`src/rtl/assert_macros.svh`:
```
// Assertion macros for the rotation matrix to quaternion block.
// Used by the top level; expects clk and rst_n in scope.
`ifndef ASSERT_MACROS_SVH
`define ASSERT_MACROS_SVH
`define RMQ_ASSERT(label, prop, msg) \
  label: assert property (@(posedge clk) disable iff (!rst_n) prop) else $error(msg);
`define RMQ_ASSERT_IMP(label, pre, post, msg) \
  label: assert property (@(posedge clk) disable iff (!rst_n) (pre) |-> (post)) else $error(msg);
`endif

```
`src/rtl/rmq_pkg.sv`:
```
// Shared widths, types and helpers for the rotation matrix to quaternion block.
// No dependencies.
`default_nettype none
package rmq_pkg;
  localparam int DW     = 16;
  localparam int FB     = 14;
  localparam int AW     = DW + 3;
  localparam int RSTEPS = (DW + FB + 3) / 2;
  localparam int RADW   = 2 * RSTEPS;
  localparam int NW     = DW + 1;
  localparam int NDW    = NW + FB + 1;
  localparam int DVW    = RSTEPS + 1;
  localparam int QW     = DW;
  localparam int REMW   = DVW + 1;
  localparam int CW     = NDW + DVW + QW;
  localparam int LANES  = 3;

  typedef enum logic [1:0] {
    QS_S = 2'd0,
    QS_X = 2'd1,
    QS_Y = 2'd2,
    QS_Z = 2'd3
  } qsel_t;

  typedef struct packed {
    qsel_t                     qsel;
    logic [LANES-1:0][NW-1:0]  num;
  } side_t;

  typedef struct packed {
    logic [REMW-1:0] rem;
    logic [QW-1:0]   low;
    logic [QW-1:0]   q;
    logic            ovf;
    logic            neg;
    logic            nz;
  } lane_t;

  function automatic logic signed [AW-1:0] sx(input logic signed [DW-1:0] v);
    return {{(AW-DW){v[DW-1]}}, v};
  endfunction
endpackage
`default_nettype wire

```
`src/rtl/rmq_sqrt.sv`:
```
// Pipelined integer square root, one result bit per stage.
// Depends on rmq_pkg.
`default_nettype none
module rmq_sqrt (
  input  wire logic                  clk,
  input  wire logic                  rst_n,
  input  wire logic                  en,
  input  wire logic                  vld_i,
  input  wire logic [rmq_pkg::RADW-1:0] rad_i,
  input  wire rmq_pkg::side_t        side_i,
  output logic                       vld_o,
  output logic [rmq_pkg::RSTEPS-1:0] root_o,
  output rmq_pkg::side_t             side_o
);
  import rmq_pkg::*;

  logic [RSTEPS-1:0]           vld_r;
  logic [RSTEPS-1:0][RADW-1:0] rem_r, root_r;
  side_t                       side_r [RSTEPS];

  for (genvar i = 0; i < RSTEPS; i++) begin : g_stage
    localparam logic [RADW-1:0] BIT = {{(RADW-1){1'b0}}, 1'b1} << (2 * (RSTEPS - 1 - i));
    logic [RADW-1:0] rem_in, root_in, rem_nxt, root_nxt;
    logic [RADW:0]   trial;
    logic            vld_in;
    side_t           side_in;

    if (i == 0) begin : g_first
      assign rem_in  = rad_i;
      assign root_in = '0;
      assign vld_in  = vld_i;
      assign side_in = side_i;
    end else begin : g_next
      assign rem_in  = rem_r[i-1];
      assign root_in = root_r[i-1];
      assign vld_in  = vld_r[i-1];
      assign side_in = side_r[i-1];
    end

    always_comb begin
      trial = {1'b0, root_in} + {1'b0, BIT};
      if ({1'b0, rem_in} >= trial) begin
        rem_nxt  = rem_in - trial[RADW-1:0];
        root_nxt = (root_in >> 1) + BIT;
      end else begin
        rem_nxt  = rem_in;
        root_nxt = root_in >> 1;
      end
    end

    always_ff @(posedge clk) begin
      if (!rst_n) begin
        vld_r[i] <= 1'b0;
      end else if (en) begin
        vld_r[i] <= vld_in;
      end
    end

    always_ff @(posedge clk) begin
      if (en) begin
        rem_r[i]  <= rem_nxt;
        root_r[i] <= root_nxt;
        side_r[i] <= side_in;
      end
    end
  end

  assign vld_o  = vld_r[RSTEPS-1];
  assign root_o = root_r[RSTEPS-1][RSTEPS-1:0];
  assign side_o = side_r[RSTEPS-1];
endmodule
`default_nettype wire

```
`config.mk`:
```
export PLATFORM = sky130hd
export DESIGN_NAME = rmq_sqrt
export DESIGN_NICKNAME = d
export VERILOG_FILES = /design/src/rtl/assert_macros.svh /design/src/rtl/rmq_pkg.sv /design/src/rtl/rmq_sqrt.sv
export SDC_FILE = /design/constraint.sdc
export NUM_CORES = 1
export LEC_CHECK = 0
export BUFFER_PORTS_ARGS = -buffer_cell sky130_fd_sc_hd__buf_2
export CAP_MARGIN = 0
export CORE_UTILIZATION = 24
export DETAILED_ROUTE_END_ITERATION = 6
export MAX_ROUTING_LAYER = met4
export SLEW_MARGIN = 5
export SYNTH_ARGS = -nofsm -noshare
export SYNTH_HDL_FRONTEND = slang
export SYNTH_SLANG_ARGS = --single-unit
```
`constraint.sdc`:
```
create_clock -name clk -period 3 [get_ports clk]
set_clock_uncertainty 0.2 [all_clocks]
set_input_delay 0.6 -clock clk [delete_from_list [all_inputs] [get_ports clk]]
set_output_delay 0.6 -clock clk [all_outputs]
set_load 0.1 [all_outputs]
```
# Yosys cells after proc, flatten, opt, wreduce, memory -nomap -nowiden
# Memories as Yosys holds them, arrays and structs flattened.
# Cells that the tools add are included.
# totals
register_bits,992
latch_bits,0
ramBits,848
mem_bits_ro,0
input_bits,89
out_inout_bits,70
wordCells,156
memories,1
# memory_table
name,depth,word_bits,read_ports,rd_ports_with_merged_regs,wr,line_no,rtl
side_r,16,53,16,0,16,rmq_sqrt.sv:19,side_t side_r [RSTEPS];
# classes
n_addsub,45
n_mul,0
div,0
order_cmp,16
eq_ne,0
shifts,0
muxes,33
bitwise,0
n_reduce_logical,0
# op_table
operator,count
32-bit by 33-bit greater-or-equal comparator with 1-bit output,15
32-bit 2-to-1 mux,15
31-bit 2-to-1 mux,15
32-bit subtractor,14
"32-bit by 1-bit adder with 33-bit output, second input constant",1
"32-bit by 11-bit adder with 33-bit output, second input constant",1
"32-bit by 13-bit adder with 33-bit output, second input constant",1
"32-bit by 15-bit adder with 33-bit output, second input constant",1
"32-bit by 17-bit adder with 33-bit output, second input constant",1
"32-bit by 19-bit adder with 33-bit output, second input constant",1
"32-bit by 21-bit adder with 33-bit output, second input constant",1
"32-bit by 23-bit adder with 33-bit output, second input constant",1
"32-bit by 25-bit adder with 33-bit output, second input constant",1
"32-bit by 27-bit adder with 33-bit output, second input constant",1
"32-bit by 29-bit adder with 33-bit output, second input constant",1
"32-bit by 3-bit adder with 33-bit output, second input constant",1
"32-bit by 5-bit adder with 33-bit output, second input constant",1
"32-bit by 7-bit adder with 33-bit output, second input constant",1
"32-bit by 9-bit adder with 33-bit output, second input constant",1
"31-bit by 11-bit adder with 32-bit output, second input constant",1
"31-bit by 13-bit adder with 32-bit output, second input constant",1
"31-bit by 15-bit adder with 32-bit output, second input constant",1
"31-bit by 17-bit adder with 32-bit output, second input constant",1
"31-bit by 19-bit adder with 32-bit output, second input constant",1
other kinds (14),15

# Depth between registers and ports, before layout
# depth
word_depth,3
depth_mapped,12
depth_no_buf,10

# Worst setup path after synthesis
# No wires, ideal clock.
# synth_timing
kind,register to register
start,register rem_r (netlist bit g_stage[14].rem_in[24])
end,"register rem_r (netlist bit g_stage[15].rem_in[20]), data pin"
setup_time_ps,266
arrival_time_ps,2612
required_ps,2534
path_slack_ps,-77
path_stages_with_launch,9
n_path_buf,1
period_less_slack_ps,3077
path_cell_list,edfxtp_1 or4_1 or3_1 or4_4 a311oi_2 a21boi_2 buf_6 nor3_1 xor2_1
# synth_via
elab_chain_len,2
# synth_rtl
item,line_no,rtl
from (decl),rmq_sqrt.sv:18,"logic [RSTEPS-1:0][RADW-1:0] rem_r, root_r;"
"from (signal, indexed assignment)",rmq_sqrt.sv:61,rem_r[i] <= rem_nxt;
32-bit by 33-bit greater-or-equal comparator with 1-bit output,rmq_sqrt.sv:42,"if ({1'b0, rem_in} >= trial) begin"
32-bit 2-to-1 mux,rmq_sqrt.sv:42,
net g_stage[14].rem_nxt[20],rmq_sqrt.sv:23,"logic [RADW-1:0] rem_in, root_in, rem_nxt, root_nxt;"
# The timed path passes the listed nets, and every way through them passes these cells.
# A chain may end at the register's enable or synchronous reset.

# Worst setup path after layout
# layout_timing
start,register rem_r (netlist bit g_stage[14].rem_in[26])
end,"register rem_r (netlist bit g_stage[15].rem_in[21]), data pin"
# The elaborated chain is that of the path after synthesis.

==> impl_metrics.toml <==
[sta]
drv_slew = 0
rsz0062_at_grt = "true"
period_share_pct = 104
setup_viol = 42
fin_crit_ns = 3.13
setup_ws_ns = -0.132
max_freq_mhz = 319
relSlewSlack_pct = 53.2
holdWs_ns = 0.184
hold_viol = 0
worstMarginPinSlew_ns = 0.696

[die]
die_w_um = 481
io_pins = 159
core_area_um2 = 228000
num_rows = 175
die_h_um = 481
die_area_um2 = 231000
start_util_pct = 24.2

[setup_path]
crit_path_top_delay_cell = "or4_4"
rrSetupSlack_ns = -0.13
cp.required_ns = 3.37
cp_common_cell = "or4_4"
cp_max_fo = 7
startpoint_type = "flip-flop"
slowest_delay_ns = 0.55
arrival_ns = 3.50
worstSetupEndpointType = "flip-flop"
path_class = "reg -> reg"
cp_cell_sequence = "or4_4, or3_4, or4_4, a311oi_2, a21boi_4, clkbuf_16, a211oi_2, xor2_1"

[clock_tree]
htreeDepth = 4
cts_tree = "done"
insertion_delay_ns = 0.81
clkSinkCount = 1480
clk_pin_slew_ns = 0.06
cts.path.max_buffers = 3
numCtsBuffers = 164
clock-root-buffer = "clkbuf_16"

[outcome]
status = "complete, but fails checks"
violations = "setup timing"

[placed_design]
dpl-instance-area_um2 = 61100
port_buffers = 158
dp_hpwl_um = 56900
dp_slack_ns = -0.323
gp_congestion = 0.832

[grt]
grt_util_met1_pct = 9.41
grtUsageTotal_pct = 7.74
grt_pass1_wl_um = 141000
grt_max_degree = 127
gr-max-usage-layer = "met2"
grt_util_met3_pct = 2.13
antenna_found_initial = 2
grt_overflow_total = 0
first_global_vias = 27400
use_met2_pct = 12.0

[power_and_ir_drop]
pwr_density_cell_nw_per_um2 = 745
leakage_nw = 24.2
total_power_mw = 51.0
vdd_drop_max_uv = 633

[cells_and_area]
antennaDiodeCount = 0
n_fill_cell = 22300
drive_gt1_share_pct = 19.0
nets = 3939
mostFrequentLayoutCells = "1464 x edfxtp_1, 180 x inv_1, 169 x clkbuf_16"
final_common_cell = "edfxtp_1"
design_area_um2 = 68400
syn_to_final_growth_pct = 24.3

[yosys]
synth_fp_nets = 3367
synth.cell_area_um2 = 55000
ys.flop_type = "edfxtp_1"
synth_edf_count = 1464
async_flop_share_pct = 0
syn-instance-count = 3128
yosysWarnings = 0
yosysSeqAreaShare_pct = 80.5
avgSynthCellArea_um2 = 17.6
ys_ff_latch = 1480
synth_cell_types = 70

[route]
post_drt_wl_per_cell_um = 12.9
drtIter0Drc = 1453
vias_per_cell = 3.89
routed_wl_um = 88000
first_pass_iters = 7
num_vias = 26600
ant_nets = 0
drc = 0

[flow_run]
maxCapViolations = 0

[hold_path]
hold_class = "reg -> reg"
area by class of cell:
cell class	count	area [um^2]	share of cell area (%)
Clock buffer	180	4160	6.09
Clock inverter	116	1410	2.06
Inverter	183	687	1.00
Multi-Input combinational cell	1424	10500	15.3
Sequential cell	1480	44300	64.7
Tap cell	3009	3760	5.50
Timing Repair Buffer	447	3640	5.33
where the power goes:
group	internal [mW]	leakage (nW)	switching, mW
Sequential	24.9	14.3	0.872
Clock	11.7	2.65	8.45
Combinational	2.18	7.21	2.88
worst max-delay path: cells and delay by family, from the launching register on:
family,cells,cell delay (ns)
AO/OA/AOI/OAI,3,0.62
XOR/XNOR,1,0.16
buffers and inverters,1,0.20
flip-flops,1,0.39
AND/OR/NAND/NOR,3,1.32
stage by stage:
stage | setup TNS [ns] | util (%) | std cells
after floorplan | -0.414 | - | 3128
after global placement | -4.34 | 26.8 | 6431
after detailed placement | -7.18 | 26.8 | 6431
after CTS | -1.81 | 29.7 | 6821
after global routing | -7.16 | 30.0 | 6839
final | -3.21 | 30.0 | 6839
synth_stat cells (all sizes together), types with 6 or more instances:
cell type  count  area, um^2
nand4b         8        70.1
and4           6        52.6
a21boi         6        48.8
or3           41         257
a21oi        114         578
edfxtp      1464       44000
nand2        132         495
inv          182         683
a21o          29         218
nand4         32         200
a211o          6        52.6
o211ai        11        82.6
or2            8        50.1
nand3b        10        75.1
or4           18         139
nand3         32         160
nor3          72         360
o31ai         14         110
a211oi        13         103
nand2b        30         188
o21a          35         263
mux2i         22         220
dfxtp         16         320
nor2b         32         200
nor4b         17         149
ha           150        1880
nor4          73         457
xor2          91         797
nor4bb         6        60.1
xnor2         97         850
buf           10        75.1
clkbuf        31         116
mux2          15         169
o21ai        106         531
nor2         130         488
what timing repair did:
action	CTS	global route
pin swaps	1	13
endpoints found under the hold margin	118	0
cloned	0	5
buffers inserted	5	13
resized for setup	22	95
hold buffers	89	0
endpoints found under the setup margin	81	127
sequential cells by signal, indices dropped and copies added (netlist names):
register         count
g_stage.vld_in      15
g_stage.rem_in     480
vld_o                1
root_o              16
side_r             848
g_stage.root_in    120
cell families after synthesis:
logic type | count (synthesis) | share of synthesized area, %
DFF | 1480 | 80.5
xor gates and xnor gates | 188 | 2.99
AOI/OAI and AO/OA | 383 | 4.37
muxes | 37 | 0.707
buffers and inverters | 224 | 1.60
adders and majority gates | 150 | 3.41
and+or+nand+nor | 666 | 6.44
final timing paths:
path	start	end	cells after the start
worst max-delay path	g_stage[14].rem_in[26]$_DFFE_PP_	g_stage[15].rem_in[21]$_DFFE_PP_	8
worst min-delay path	side_r[1][60]$_DFFE_PP_	side_r[1][113]$_DFFE_PP_	0
worst max register to register	g_stage[14].rem_in[26]$_DFFE_PP_	g_stage[15].rem_in[21]$_DFFE_PP_	8
worst min register to register	side_r[1][60]$_DFFE_PP_	side_r[1][113]$_DFFE_PP_	0
per-layer routing:
metal	vias to the layer above	share of wire, %
li1	13200	-
met3	202	4.7
met4	0	3.3
met5	-	0
met2	500	46
met1	12700	46
No activity file was read; power rests on OpenSTA's default activity.
