File: config.mk
export PLATFORM = sky130hd
export DESIGN_NAME = rmq_front
export DESIGN_NICKNAME = d
export VERILOG_FILES = /design/src/rtl/assert_macros.svh /design/src/rtl/rmq_pkg.sv /design/src/rtl/rmq_front.sv
export SDC_FILE = /design/constraint.sdc
export NUM_CORES = 1
export LEC_CHECK = 0
export BUFFER_PORTS_ARGS = -buffer_cell sky130_fd_sc_hd__buf_2
export CAP_MARGIN = 20
export CORE_ASPECT_RATIO = 1.1
export CORE_MARGIN = 4
export CORE_UTILIZATION = 44
export DETAILED_ROUTE_END_ITERATION = 8
export SYNTH_ARGS = -nofsm -noshare
export SYNTH_HDL_FRONTEND = slang
export SYNTH_SLANG_ARGS = --single-unit
File: constraint.sdc
create_clock -name clk -period 5.4 [get_ports clk]
set_input_delay 0.27 -clock clk [delete_from_list [all_inputs] [get_ports clk]]
set_output_delay 0.27 -clock clk [all_outputs]
set_load 0.02 [all_outputs]
File: src/rtl/assert_macros.svh
// Assertion macros for the rotation matrix to quaternion block.
// Used by the top level; expects clk and rst_n in scope.
`ifndef ASSERT_MACROS_SVH
`define ASSERT_MACROS_SVH
`define RMQ_ASSERT(label, prop, msg) \
  label: assert property (@(posedge clk) disable iff (!rst_n) prop) else $error(msg);
`define RMQ_ASSERT_IMP(label, pre, post, msg) \
  label: assert property (@(posedge clk) disable iff (!rst_n) (pre) |-> (post)) else $error(msg);
`endif

File: src/rtl/rmq_pkg.sv
// Shared widths, types and helpers for the rotation matrix to quaternion block.
// No dependencies.
`default_nettype none
package rmq_pkg;
  localparam int DW     = 16;
  localparam int FB     = 14;
  localparam int AW     = DW + 3;
  localparam int RSTEPS = (DW + FB + 3) / 2;
  localparam int RADW   = 2 * RSTEPS;
  localparam int NW     = DW + 1;
  localparam int NDW    = NW + FB + 1;
  localparam int DVW    = RSTEPS + 1;
  localparam int QW     = DW;
  localparam int REMW   = DVW + 1;
  localparam int CW     = NDW + DVW + QW;
  localparam int LANES  = 3;

  typedef enum logic [1:0] {
    QS_S = 2'd0,
    QS_X = 2'd1,
    QS_Y = 2'd2,
    QS_Z = 2'd3
  } qsel_t;

  typedef struct packed {
    qsel_t                     qsel;
    logic [LANES-1:0][NW-1:0]  num;
  } side_t;

  typedef struct packed {
    logic [REMW-1:0] rem;
    logic [QW-1:0]   low;
    logic [QW-1:0]   q;
    logic            ovf;
    logic            neg;
    logic            nz;
  } lane_t;

  function automatic logic signed [AW-1:0] sx(input logic signed [DW-1:0] v);
    return {{(AW-DW){v[DW-1]}}, v};
  endfunction
endpackage
`default_nettype wire

File: src/rtl/rmq_front.sv
// Input stage: trace test, case selection, root argument and numerators.
// Depends on rmq_pkg.
`default_nettype none
module rmq_front (
  input  wire logic                    clk,
  input  wire logic                    rst_n,
  input  wire logic                    en,
  input  wire logic                    vld_i,
  input  wire logic signed [rmq_pkg::DW-1:0] e00,
  input  wire logic signed [rmq_pkg::DW-1:0] e10,
  input  wire logic signed [rmq_pkg::DW-1:0] e20,
  input  wire logic signed [rmq_pkg::DW-1:0] e01,
  input  wire logic signed [rmq_pkg::DW-1:0] e11,
  input  wire logic signed [rmq_pkg::DW-1:0] e21,
  input  wire logic signed [rmq_pkg::DW-1:0] e02,
  input  wire logic signed [rmq_pkg::DW-1:0] e12,
  input  wire logic signed [rmq_pkg::DW-1:0] e22,
  output logic                         vld_o,
  output logic [rmq_pkg::RADW-1:0]     rad_o,
  output rmq_pkg::side_t               side_o
);
  import rmq_pkg::*;

  logic signed [AW-1:0] a00, a10, a20, a01, a11, a21, a02, a12, a22, one, t, arg;
  logic signed [AW-1:0] d21m12, d02m20, d10m01, s10p01, s02p20, s21p12;
  logic                 vld_r;
  logic [RADW-1:0]      rad_r, rad_nxt;
  side_t                side_r, side_nxt;

  always_comb begin
    a00 = sx(e00); a10 = sx(e10); a20 = sx(e20);
    a01 = sx(e01); a11 = sx(e11); a21 = sx(e21);
    a02 = sx(e02); a12 = sx(e12); a22 = sx(e22);
    one = AW'(1) <<< FB;
    t = one + a00 + a11 + a22;
    d21m12 = a21 - a12;
    d02m20 = a02 - a20;
    d10m01 = a10 - a01;
    s10p01 = a10 + a01;
    s02p20 = a02 + a20;
    s21p12 = a21 + a12;
    if (t > AW'(1)) begin
      arg = t;
      side_nxt.qsel = QS_S;
      side_nxt.num = {d10m01[NW-1:0], d02m20[NW-1:0], d21m12[NW-1:0]};
    end else if (a00 > a11 && a00 > a22) begin
      arg = one + a00 - a11 - a22;
      side_nxt.qsel = QS_X;
      side_nxt.num = {s02p20[NW-1:0], s10p01[NW-1:0], d21m12[NW-1:0]};
    end else if (a11 > a22) begin
      arg = one + a11 - a00 - a22;
      side_nxt.qsel = QS_Y;
      side_nxt.num = {s21p12[NW-1:0], s10p01[NW-1:0], d02m20[NW-1:0]};
    end else begin
      arg = one + a22 - a00 - a11;
      side_nxt.qsel = QS_Z;
      side_nxt.num = {s21p12[NW-1:0], s02p20[NW-1:0], d10m01[NW-1:0]};
    end
    if (arg <= 0) begin
      rad_nxt = '0;
    end else begin
      rad_nxt = {arg[RADW-FB-1:0], {FB{1'b0}}};
    end
  end

  always_ff @(posedge clk) begin
    if (!rst_n) begin
      vld_r <= 1'b0;
    end else if (en) begin
      vld_r <= vld_i;
    end
  end

  always_ff @(posedge clk) begin
    if (en) begin
      rad_r  <= rad_nxt;
      side_r <= side_nxt;
    end
  end

  assign vld_o  = vld_r;
  assign rad_o  = rad_r;
  assign side_o = side_r;
endmodule
`default_nettype wire

Word level (Yosys, flattened, before mapping)

Cells that the tools add are included.

Logic and storage cells: 38
Input port bits: 148
Flip-flop bits (word level): 86
Output and inout bits: 86

$add $sub $neg: 17
$lt $le $gt $ge: 5
Muxes and demuxes: 6
Reductions and logical operators: 2

Operators with widths:

| operator               | count |
|---|---|
| $mux 52                | 2 |
| $mux 19                | 3 |
| $sub 18x16->19         | 3 |
| $sub 17x16->18         | 3 |
| $add 16x16->17         | 3 |
| $add 16x16->17 const A | 3 |
| $mux 51                | 1 |
| $sub 16x16->17         | 3 |
| $gt 16x16->1           | 3 |
| $add 18x16->19         | 1 |
| $gt 19x2->1 const B    | 1 |
| $le 19x1->1 const B    | 1 |
| $add 17x16->18         | 1 |
| $reduce_or 2->1        | 1 |
| $logic_and 1x1->1      | 1 |

Logic depth before layout (Yosys ltp)

Word-level depth: 7
Gate-level depth with buffers: 20
Mapped depth without buffers: 19

Least setup slack after synthesis

No wires, ideal clock.

Path type: input to register
Start: in e00[6] in the netlist's numbering
End: reg rad_r[29], in the netlist rad_o[29] (data pin)
Cell stages on the path: 16
Required time: 5.119 ns
Data arrival time: 3.793 ns
Library setup time: 0.281 ns
Path buffers: 2
Slack: 1.326 ns
Path through: fa_1 ha_1 ha_1 clkbuf_1 a2111o_1 o21bai_1 a21o_1 a21oi_1 xnor2_1 nand2_1 o211ai_1 o32a_1 or3_1 o311ai_4 buf_6 a32oi_1

Word-level cells in the longest chain between the ends: 6
Elaborated cells on any way between the ends: 17
Those cells by class: add/sub (9); order compare (4); mux (3); reduce/logical (1)

RTL lines:

| what                                          | line                             | RTL |
|---|---|---|
| start, declared                               | rmq_front.sv:9                   | `input wire logic signed [rmq_pkg::DW-1:0] e00,` |
| $add 16x16->17, or another cell as far along  | rmq_front.sv:35, rmq_front.sv:47 |  |
| $add 17x16->18, or another cell as far along  | rmq_front.sv:35                  | `t = one + a00 + a11 + a22;` |
| $add 18x16->19, or another cell as far along  | rmq_front.sv:35                  |  |
| $gt 19x2->1 / $mux 19 (equally long branches) | rmq_front.sv:42, rmq_front.sv:46 |  |
| $mux 19 *                                     | rmq_front.sv:42                  | `if (t > AW'(1)) begin` |
| $le 19x1->1                                   | rmq_front.sv:59                  | `if (arg <= 0) begin` |
| end signal, assigned                          | rmq_front.sv:76                  | `rad_r <= rad_nxt;` |
| end, declared                                 | rmq_front.sv:27                  | `logic [RADW-1:0] rad_r, rad_nxt;` |

Every way passes the cells marked *; elsewhere a longest branch is shown, timed or not.
A chain may end at the register's enable or synchronous reset.

Worst setup path in the final report

Start: in e11[15] in the netlist's numbering
End: reg rad_r[29], in the netlist rad_o[29] (data pin)

Word-level cells in the longest chain between the ends: 7
Elaborated cells on any way between the ends: 16
Those cells by class: add/sub (8); order compare (4); mux (3); reduce/logical (1)

RTL lines:

| what            | line            | RTL |
|---|---|---|
| start, declared | rmq_front.sv:13 | `input wire logic signed [rmq_pkg::DW-1:0] e11,` |
| $add 16x16->17  | rmq_front.sv:51 | `arg = one + a11 - a00 - a22;` |
| $sub 17x16->18  | rmq_front.sv:51 |  |
| $sub 18x16->19  | rmq_front.sv:51 |  |
| $mux 19         | rmq_front.sv:50 | `end else if (a11 > a22) begin` |
| $mux 19         | rmq_front.sv:46 | `end else if (a00 > a11 && a00 > a22) begin` |
| $mux 19 *       | rmq_front.sv:42 |  |
| $le 19x1->1     | rmq_front.sv:59 |  |

Marked as above.

==> qor.txt <==
status: completed
final setup margin: 0.767 ns
Initial Util: 44.9%
final hold vios: 0
PwrDens: 282 nW/um^2
CP Max Fanout: 39
CTS buffer count: 9
Worst-path clk slew: 0.06 ns
Cells after Synth: 1787
H-Tree Level Count: 3
GRT Total Usage: 24.2%
Synth top area share: 23.8%
first-pass GRT wire length: 72500 um
Yosys reg bits: 72
dpl cells: 2414
slowest CP cell: nor4b_1
Num Clock Sinks: 72
setup TNS: 0 ns
required time of the critical path: 5.47 ns
fmax: 216 MHz
sequential fraction of the synthesis area: 14.3%
DRC violations left: 0
Post-synth ARST share: 0%
CTS Hold Buffers Added: 0
largest family of logic cells by synthesized area: adder cells
Die Y: 202 um
Die Wd: 184 um
Area contributors post-synth: ha_1 24%, edfxtp_1 14%, fa_1 10%
Die Area: 37300 sq um
Yosys cell types: 81
Post-synth EDFFs: 71
Post-Synth Adder-Cell Area: 33.8%
Max Buffers Root-to-Sink: 2
final worst-path cycle share: 85.8%
multi-input logic area: 11900 sq um
critical path's top delay family: simple AND/OR/NAND/NOR gates
Compound-Gate Fraction of Synth Area: 20.1%
Post-synth top cells: 287 x ha_1, 206 x inv_1, 144 x a21oi_1
CP Buf/Inv Count: 5
reg2reg start: vld_o
RR Endpoint: vld_o
initial antenna violation count: 2
DRT antenna net count: 0
share of cells above drive strength 1: 14.7%
Worst Min Path Start: rst_n
# rows: 70
RSZ-0062 raised after global routing: no
Pleak: 8.14 nW
# IOs: 234
Core ar.: 33500 sq um
Iter 0 DRT Violations: 752
vias: 13.5k
vias in the first global route: 13.8k
mux contribution to synthesized area: 3.17%
largest net degree at the start of global routing: 73
Post-CTS Setup Inserts: 0
dpl ws: 0.387 ns
gp weighted congestion: 0.950
WHS Path Cells: 2
vias per inst: 5.55
Fillers: 3277
routed wire length: 46000 um
most common cell in the synthesized netlist: ha_1
Worst Setup Start Kind: input port
Simple-Gate Fraction of Synth Area: 14.6%
crit-path max cell delay: 0.61 ns
Max-slew headroom: 24.7%
Final Instance Count excl. Fillers: 2431
worst path cell trace: buf_2, inv_1, ha_1, nor4_2, buf_4, nand4_1, nor4b_1, nor2_1, mux2i_4, buf_12, mux2i_1, mux2i_1, nor4_1, nand3_1, o311ai_4, buf_12, a32oi_1
Avg Inst Size Synth: 8.44 sq um
clock root buffer: clkbuf_16
kind of critical path: in -> reg
Syn-to-layout area delta: 12.7%
routed length per instance: 18.9 um
final core occ: 50.6%
register area: 2150 sq um
minimum clock period: 4.63 ns
top_reg_cell synth: edfxtp_1
cell taking the most area after synthesis: ha_1
Ys Warns: 0
Overflow after GRT: 0
R2R setup slack: 4.79 ns
DRT Pass-1 Iters: 6
count of input and output buffers: 219
post-route clock skew: 0 ns
Syn Std Cell Area: 15100 sq um
post-cts resize count: 0
CP arrival: 4.70 ns
VDD IR max: 187 uV
worst slew pin tran: 1.10 ns
capturing element type of the critical path: flip-flop
Hold WS: 0.164 ns
post-synthesis xor/xnor area fraction: 6.74%
Min-Delay Path Class: in -> reg
worst skew pair latency: 0.34 ns
Setup Viol. Count Final: 0
max-slew violations: 0
dpl hpwl: 39400 um
worst-case reg-to-reg path depth: 2
Worst Hold End: vld_o
max cap viols: 0
CTS tree: built
Final #Nets: 2503
==> stage by stage <==
step / power (mW) / instance area (sq um)
after CTS: 4.80 / 17000
final: 4.79 / 17000
after global placement: 4.14 / 16700
after detailed placement: 4.16 / 16700
after floorplan: 3.14 / 15100
after global routing: 5.17 / 17000
==> worst register-to-register path: stages (launching register included) <==
cell,delay (ns)
dfxtp_1,0.33
mux2i_1,0.07
nor2b_1,0.15
==> layer usage <==
metal / track usage [%] / vias to the layer above / wire length (um)
li1: - / 6623 / -
met1: 30.8 / 6386 / 19400
met2: 43.3 / 405 / 22800
met3: 1.78 / 65 / 2320
met4: 7.92 / 2 / 1520
met5: 0 / - / 15
==> sequential cells by signal, indices dropped and copies added, names as in the netlist <==
| signal | count |
|---|---|
| rad_o | 18 |
| side_o | 53 |
| vld_o | 1 |
==> layout by cell type (no fill, tap or decap), drive strengths merged, types with 7 or more instances in the layout <==
cell	Yosys	layout
nand2b	22	22
and3	9	9
clkbuf	30	9
buf	33	245
o21ai	97	97
a32oi	7	7
nand3	28	28
o211ai	27	27
or2	9	9
o21bai	12	12
fa	75	75
nor4	16	16
xor2	35	35
nand2	124	124
ha	287	287
xnor2	81	81
inv	208	208
a2111oi	9	9
or3	14	14
nor3	36	36
a21oi	144	144
o21a	21	21
edfxtp	71	71
a31oi	24	24
a21o	24	24
nor2	125	125
o31ai	13	13
nor2b	36	36
a211oi	17	17
nand4	7	7
mux2i	42	42
conb	1	14
==> area by class of cell <==
| cell class | instances | share of cell area (%) |
|---|---|---|
| tap | 432 | 3.18 |
| timing repair buffer | 245 | 7.84 |
| sequential | 72 | 12.7 |
| antenna | 1 | 0.0147 |
| clock inverter | 7 | 0.427 |
| clock buffer | 9 | 1.33 |
| multi-input combinational | 1457 | 70.0 |
| inverter | 208 | 4.60 |
==> kinds of logic after synthesis <==
| kind of cell | Yosys count |
|---|---|
| AO/OA/AOI/OAI | 468 |
| AND/OR/NAND/NOR | 451 |
| adder cells (fa/ha/maj) | 362 |
| buffers and inverters | 271 |
| XOR/XNOR | 116 |
| flip-flops | 72 |
| multiplexers | 46 |
| other | 1 |
==> how the worst max path moves through the flow <==
stage,start,endpoint,cells after the start
after global placement,e11[15],rad_o[19],17
after floorplan,e00[6],rad_o[29],16
after CTS,e11[15],rad_o[29],17
final,e11[15],rad_o[29],17
after global routing,e00[0],rad_o[29],19
after detailed placement,e11[15],rad_o[29],17
==> report_power, final <==
group	leakage, nW	switching, mW	internal (mW)
combinational	7.30	1.98	1.25
sequential	0.701	0.0922	0.852
clock	0.143	0.256	0.358
No activity file was read; power rests on OpenSTA's default activity.
